===== config.mk =====
export PLATFORM = sky130hd
export DESIGN_NAME = ip_fragment_reassembly_classifier
export DESIGN_NICKNAME = d
export VERILOG_FILES = /design/src/rtl/ipfr_pkg.sv /design/src/rtl/ipfr_step.sv /design/src/rtl/ip_fragment_reassembly_classifier.sv
export SDC_FILE = /design/constraint.sdc
export NUM_CORES = 1
export LEC_CHECK = 0
export ABC_AREA = 1
export BUFFER_PORTS_ARGS = -buffer_cell sky130_fd_sc_hd__clkbuf_2
export CORE_ASPECT_RATIO = 0.8
export CORE_MARGIN = 2
export CORE_UTILIZATION = 30
export DETAILED_ROUTE_END_ITERATION = 16
export PLACE_DENSITY = 0.44
export SYNTH_ARGS = -nofsm -noshare
export SYNTH_HDL_FRONTEND = slang
export SYNTH_HIERARCHICAL = 1
export SYNTH_SLANG_ARGS = --single-unit

===== constraint.sdc =====
create_clock -name aclk -period 5.3 [get_ports aclk]
set_input_delay 0.265 -clock aclk [delete_from_list [all_inputs] [get_ports aclk]]
set_output_delay 0.265 -clock aclk [all_outputs]
set_load 0.02 [all_outputs]

===== src/rtl/ipfr_pkg.sv =====
// package of types, constants and the per-packet context for the reassembly classifier
package ipfr_pkg;

    // walk limit on consumed extension headers
    localparam int unsigned MAX_EXT_HEADERS = 11;

    // header size constants
    localparam logic [15:0] V4_MIN_LEN    = 16'd20;
    localparam logic [15:0] V6_BASE_LEN   = 16'd40;
    localparam logic [16:0] STRICT_LIMIT  = 17'd1272;
    localparam logic [15:0] FRAG_MASK     = 16'h3fff;
    localparam logic [16:0] EXT_MIN_LEN   = 17'd8;

    // ip versions
    localparam logic [3:0] IP_V4 = 4'd4;
    localparam logic [3:0] IP_V6 = 4'd6;

    // next header codes
    localparam logic [7:0] NH_HOP   = 8'd0;
    localparam logic [7:0] NH_TCP   = 8'd6;
    localparam logic [7:0] NH_ROUTE = 8'd43;
    localparam logic [7:0] NH_FRAG  = 8'd44;
    localparam logic [7:0] NH_DEST  = 8'd60;

    // verdict codes
    localparam logic [3:0] VERDICT_NOT_IP     = 4'd0;
    localparam logic [3:0] VERDICT_V4_FRAG    = 4'd1;
    localparam logic [3:0] VERDICT_V4_WHOLE   = 4'd2;
    localparam logic [3:0] VERDICT_V6_FRAG    = 4'd3;
    localparam logic [3:0] VERDICT_V6_OTHER   = 4'd4;
    localparam logic [3:0] VERDICT_SHORT      = 4'd5;
    localparam logic [3:0] VERDICT_EXT_TRUNC  = 4'd6;
    localparam logic [3:0] VERDICT_STRICT_REJ = 4'd7;
    localparam logic [3:0] VERDICT_WALK_LIMIT = 4'd8;

    // input item
    typedef struct packed {
        logic [7:0]  packet_byte;
        logic [15:0] buffer_len;
        logic        last_byte;
    } in_item_t;

    // result item
    typedef struct packed {
        logic       need_reassembly;
        logic [3:0] verdict;
    } out_item_t;

    // outcome of judging one header type
    typedef struct packed {
        logic       decide;
        logic [3:0] verdict;
    } judge_t;

    // per-packet walk context
    typedef struct packed {
        logic [15:0] byte_position;
        logic [3:0]  ip_version;
        logic [15:0] header_end;
        logic [7:0]  next_header_type;
        logic [3:0]  ext_header_count;
        logic [7:0]  offset_high_byte;
        logic        decided;
        logic [3:0]  verdict_hold;
    } ctx_t;

    localparam ctx_t CTX_RESET = '{
        byte_position:    16'd0,
        ip_version:       4'd0,
        header_end:       16'd40,
        next_header_type: 8'd0,
        ext_header_count: 4'd0,
        offset_high_byte: 8'd0,
        decided:          1'b0,
        verdict_hold:     4'd0
    };

endpackage


===== src/rtl/ipfr_step.sv =====
// next-context and verdict logic for one packet byte
module ipfr_step (
    input  ipfr_pkg::ctx_t     ctx,
    input  ipfr_pkg::in_item_t item,
    input  logic               strict,
    output ipfr_pkg::ctx_t     ctx_next,
    output ipfr_pkg::out_item_t result
);

    // judge the header type that starts at hend
    function automatic ipfr_pkg::judge_t judge(
        input logic [7:0]  t,
        input logic [15:0] hend,
        input logic [15:0] blen,
        input logic        strict_en
    );
        ipfr_pkg::judge_t j;
        logic [16:0]      reach;
        logic             past_buf;
        reach    = {1'b0, hend} + ipfr_pkg::EXT_MIN_LEN;
        past_buf = reach > {1'b0, blen};
        j.decide  = 1'b0;
        j.verdict = ipfr_pkg::VERDICT_V6_OTHER;
        if (t == ipfr_pkg::NH_TCP) begin
            j.decide = 1'b1;
        end else if (t == ipfr_pkg::NH_FRAG) begin
            j.decide = 1'b1;
            if (strict_en && (reach > ipfr_pkg::STRICT_LIMIT || past_buf))
                j.verdict = ipfr_pkg::VERDICT_STRICT_REJ;
            else
                j.verdict = ipfr_pkg::VERDICT_V6_FRAG;
        end else if (t == ipfr_pkg::NH_HOP || t == ipfr_pkg::NH_DEST ||
                     t == ipfr_pkg::NH_ROUTE) begin
            // wait for the header's own type and length unless it overruns
            if (past_buf) begin
                j.decide  = 1'b1;
                j.verdict = ipfr_pkg::VERDICT_EXT_TRUNC;
            end
        end else begin
            j.decide = 1'b1;
        end
        return j;
    endfunction

    logic [15:0]      pos;
    logic [7:0]       b;
    logic [15:0]      blen;
    logic [15:0]      frag_word;
    logic [11:0]      adv;
    logic [15:0]      hend_new;
    logic [3:0]       cnt_new;
    logic [3:0]       v;
    ipfr_pkg::judge_t j;
    ipfr_pkg::ctx_t   n;

    assign pos       = ctx.byte_position;
    assign b         = item.packet_byte;
    assign blen      = item.buffer_len;
    assign frag_word = {ctx.offset_high_byte, b};
    assign adv       = {1'b0, b, 3'b000} + 12'd8;
    assign hend_new  = ctx.header_end + {4'd0, adv};
    assign cnt_new   = ctx.ext_header_count + 4'd1;

    // one byte of the header walk
    always_comb begin
        n = ctx;
        j = '0;
        v = ipfr_pkg::VERDICT_SHORT;
        if (!ctx.decided) begin
            if (pos == 16'd0) begin
                n.ip_version = b[7:4];
                if (b[7:4] == ipfr_pkg::IP_V4) begin
                    if (blen < ipfr_pkg::V4_MIN_LEN) begin
                        n.decided      = 1'b1;
                        n.verdict_hold = ipfr_pkg::VERDICT_SHORT;
                    end
                end else if (b[7:4] == ipfr_pkg::IP_V6) begin
                    if (blen < ipfr_pkg::V6_BASE_LEN) begin
                        n.decided      = 1'b1;
                        n.verdict_hold = ipfr_pkg::VERDICT_SHORT;
                    end
                end else begin
                    n.decided      = 1'b1;
                    n.verdict_hold = ipfr_pkg::VERDICT_NOT_IP;
                end
            end else if (ctx.ip_version == ipfr_pkg::IP_V4) begin
                // flags and fragment offset word
                if (pos == 16'd6) begin
                    n.offset_high_byte = b;
                end else if (pos == 16'd7) begin
                    n.decided      = 1'b1;
                    n.verdict_hold = ((frag_word & ipfr_pkg::FRAG_MASK) != 16'd0) ?
                                     ipfr_pkg::VERDICT_V4_FRAG :
                                     ipfr_pkg::VERDICT_V4_WHOLE;
                end
            end else if (ctx.ip_version == ipfr_pkg::IP_V6) begin
                if (pos == 16'd6) begin
                    // base header next header field
                    n.next_header_type = b;
                    j = judge(b, ctx.header_end, blen, strict);
                    if (j.decide) begin
                        n.decided      = 1'b1;
                        n.verdict_hold = j.verdict;
                    end
                end else if (pos > 16'd6) begin
                    if (pos == ctx.header_end) begin
                        n.next_header_type = b;
                    end else if ({1'b0, pos} == {1'b0, ctx.header_end} + 17'd1) begin
                        // extension header length byte
                        if ({4'd0, adv} > blen) begin
                            n.decided      = 1'b1;
                            n.verdict_hold = ipfr_pkg::VERDICT_EXT_TRUNC;
                        end else begin
                            n.header_end       = hend_new;
                            n.ext_header_count = cnt_new;
                            if (cnt_new >= 4'(ipfr_pkg::MAX_EXT_HEADERS)) begin
                                n.decided      = 1'b1;
                                n.verdict_hold = ipfr_pkg::VERDICT_WALK_LIMIT;
                            end else begin
                                j = judge(ctx.next_header_type, hend_new, blen, strict);
                                if (j.decide) begin
                                    n.decided      = 1'b1;
                                    n.verdict_hold = j.verdict;
                                end
                            end
                        end
                    end
                end
            end
        end

        // verdict on the last byte, then start a new packet
        if (n.decided)
            v = n.verdict_hold;
        result.verdict         = v;
        result.need_reassembly = (v == ipfr_pkg::VERDICT_V4_FRAG ||
                                  v == ipfr_pkg::VERDICT_V6_FRAG);
        if (item.last_byte) begin
            ctx_next = ipfr_pkg::CTX_RESET;
        end else begin
            ctx_next = n;
            if (ctx.byte_position != 16'hffff)
                ctx_next.byte_position = ctx.byte_position + 16'd1;
        end
    end

endmodule


===== src/rtl/ip_fragment_reassembly_classifier.sv =====
// top level of the ip fragment reassembly classifier
//
// Bytes of a packet's first buffer enter on the s_ channel, one per item, in
// order from offset zero; each item also carries the buffer length and a flag
// on the final byte. On that final byte one verdict item leaves on the m_
// channel: whether the packet needs reassembly and a verdict code. Bytes that
// are not last give no result.
// Throughput is one byte per cycle while no last byte is held back by a waiting
// verdict. An accepted item is held in an input register and worked on from
// there; its verdict is then written to the result register and shows on
// m_valid. The context and result registers are fed by a single pass of
// compares and adds from the input register.
// The strict fragment check bit is written through cfg_wr_en/cfg_wr_data;
// the user must do so only while the block is idle; the block does not enforce it.
// Reset (aresetn low, synchronous) empties both registers, clears the
// strict bit and starts a new packet at offset zero.
// When the receiver stalls, the verdict waits in the result register; bytes
// that are not last keep flowing, and a further last byte waits in the input
// register until the verdict is taken.
module ip_fragment_reassembly_classifier (
    input  logic                aclk,
    input  logic                aresetn,
    input  logic                cfg_wr_en,
    input  logic                cfg_wr_data,
    input  logic                s_valid,
    output logic                s_ready,
    input  ipfr_pkg::in_item_t  s_item,
    output logic                m_valid,
    input  logic                m_ready,
    output ipfr_pkg::out_item_t m_item
);

    logic                in_valid_reg, in_valid_next;
    ipfr_pkg::in_item_t  in_item_reg;
    logic                out_valid_reg, out_valid_next;
    ipfr_pkg::out_item_t out_item_reg;
    ipfr_pkg::ctx_t      ctx_reg, ctx_next;
    logic                strict_reg;
    ipfr_pkg::out_item_t step_result;
    logic                advance;

    // process the held item unless it is a last byte blocked by a waiting verdict
    assign advance = in_valid_reg && (!in_item_reg.last_byte || !out_valid_reg || m_ready);
    assign s_ready = !in_valid_reg || advance;
    assign m_valid = out_valid_reg;
    assign m_item  = out_item_reg;

    // per-byte walk logic
    ipfr_step u_step (
        .ctx      (ctx_reg),
        .item     (in_item_reg),
        .strict   (strict_reg),
        .ctx_next (ctx_next),
        .result   (step_result)
    );

    // valid flags
    always_comb begin
        in_valid_next = in_valid_reg;
        if (s_valid && s_ready)
            in_valid_next = 1'b1;
        else if (advance)
            in_valid_next = 1'b0;
        out_valid_next = out_valid_reg;
        if (advance && in_item_reg.last_byte)
            out_valid_next = 1'b1;
        else if (m_ready)
            out_valid_next = 1'b0;
    end

    // control state
    always_ff @(posedge aclk) begin
        if (!aresetn) begin
            in_valid_reg  <= 1'b0;
            out_valid_reg <= 1'b0;
            ctx_reg       <= ipfr_pkg::CTX_RESET;
            strict_reg    <= 1'b0;
        end else begin
            in_valid_reg  <= in_valid_next;
            out_valid_reg <= out_valid_next;
            if (advance)
                ctx_reg <= ctx_next;
            if (cfg_wr_en)
                strict_reg <= cfg_wr_data;
        end
    end

    // payload registers
    always_ff @(posedge aclk) begin
        if (s_valid && s_ready)
            in_item_reg <= s_item;
        if (advance && in_item_reg.last_byte)
            out_item_reg <= step_result;
    end

endmodule

==> run summary <==
status: finished clean
fin crit period: 4.94 ns
cell mode on critical path: nand2_1
fillers: 3229
initial antenna violation count: 0
Die Footprint: 30500 µm²
MaxCap Viol Count: 0
setup violators final: 0
CTS tree: built
std cell rows: 55
WL final: 27700 µm
Startpoint Class: register
sequential cell area: 2150 µm²
H-tree Lvls: 3
Netlist Area Pre-Place: 8750 µm²
max reg flops: 59
max-slew violations: 0
count of hold-fix buffers inserted at cts: 0
measured slew at the worst slew-check pin: 0.971 ns
largest net degree at the start of global routing: 78
routed length per instance: 15.6 µm
DR iter-0 viols: 605
leakage power: 4.50 nW
Vias/cell: 4.90
WS Path Type: register to register
synthesized net count: 1472
clk slew on worst S/H paths: 0.07 ns
CTS Buf Count: 9
IO buf count: 37
Required @ worst endpoint: 5.61 ns
vias: 8730
WP data arrival: 5.25 ns
Clock Skew: 0.0155 ns
vias in the first global route: 7944
total gr overflow: 0
peak supply drop: 0.172 mV
CP Max Fanout: 8
Max Buffers Root-to-Sink: 2
Hold Fails Final Rpt: 0
slowest stage delay, CP: 0.46 ns
Yosys Warn Count: 6
Syn Inst Count: 1376
first-pass GRT wire length: 44100 µm
DR pass1 iterations: 5
overall routing resource usage: 0.184
antenna cell count: 0
Highest Clock Rate: 0.202 GHz
Die Span X: 195 µm
RePlAce Congestion: 0.897
# DRC: 0
Crit. End Element: register
core area: 28500 µm²
Clock Sinks: 92
Final #Nets: 1501
root buf cell: clkbuf_16
Cell Pwr Density: 222 nW/µm²
max_slew headroom: 0.352
worst hold slack: 0.0625 ns
Placement Cell Area: 9320 µm²
Ports: 38
post-DP HPWL: 21300 µm
syn_area_per_cell: 6.36 µm²
die height: 157 µm
commonest non-fill, non-tap cells in the layout: nand2_1 (266), inv_1 (234), nor2_1 (150)
footprint of the multi-input gates: 5620 µm²
worst hold path type: primary input to register
fin crit share: 0.932
post-route cell area: 9850 µm²
commonest non-fill, non-tap cell in the layout: nand2_1
ANT nets after route: 0
clk_lat worst skew: 0.38 ns
synth-to-layout area growth: 12.6%
starting density of the core: 0.307
CP max-delay cell: ha_1
share of cells above drive strength 1: 0.118
-- critical path, delay by kind of cell, from the launching register on --
kind / cells / cell delay (ns)
buffers and inverters: 4 / 0.25
and+or+nand+nor: 31 / 2.61
xor gates and xnor gates: 1 / 0.41
adders and majority gates: 3 / 0.99
DFF: 1 / 0.45
AOI/OAI and AO/OA: 1 / 0.16
-- final timing paths --
path | startpoint | endpoint | slack, ns | cells past startpoint
setup / recovery | in_item_reg[17] | ctx_reg[1] | 0.36 | 40
hold reg to reg | ctx_reg[44] | ctx_reg[44] | 0.49 | 2
setup reg to reg | in_item_reg[17] | ctx_reg[1] | 0.36 | 40
hold / removal | s_item[13] | in_item_reg[13] | 0.06 | 1
-- metrics by stage --
stage,utilization,worst slack [ns],power [mW],instances,TNS (ns)
finish,0.346,0.361,2.19,1780,0
global route,0.346,-0.0551,2.33,1780,-0.0652
CTS,0.338,0.153,2.19,1773,0
detailed placement,0.327,0.0499,1.49,1757,0
global placement,0.327,0.0968,1.49,1757,0
floorplan,-,0.876,1.31,1376,0
-- power by group --
part	internal (mW)	switching (mW)	leakage (nW)
sequential	0.772	0.0593	0.802
combinational	0.242	0.436	3.56
clock	0.350	0.326	0.135
total	1.36	0.821	4.50
-- layer usage --
layer | global-route usage | routed length (µm)
met1 | 0.272 | 14600
met2 | 0.273 | 11500
met3 | 0.0390 | 1390
met4 | 0.0374 | 263
met5 | 0 | 0
-- final cells by class --
class	count	area share
clock inverter	4	0.00330
tap	370	0.0470
inverter	246	0.0940
timing repair buffer	66	0.0413
clock buffer	12	0.0262
multi-input combinational	990	0.570
sequential	92	0.218
-- timing repair --
action,in CTS,in global routing
gates cloned,0,0
endpoints found under the setup margin,1,10
resized for setup,1,47
pin swaps,0,13
setup buffers,0,7
Power figures use the tool's default switching activity.
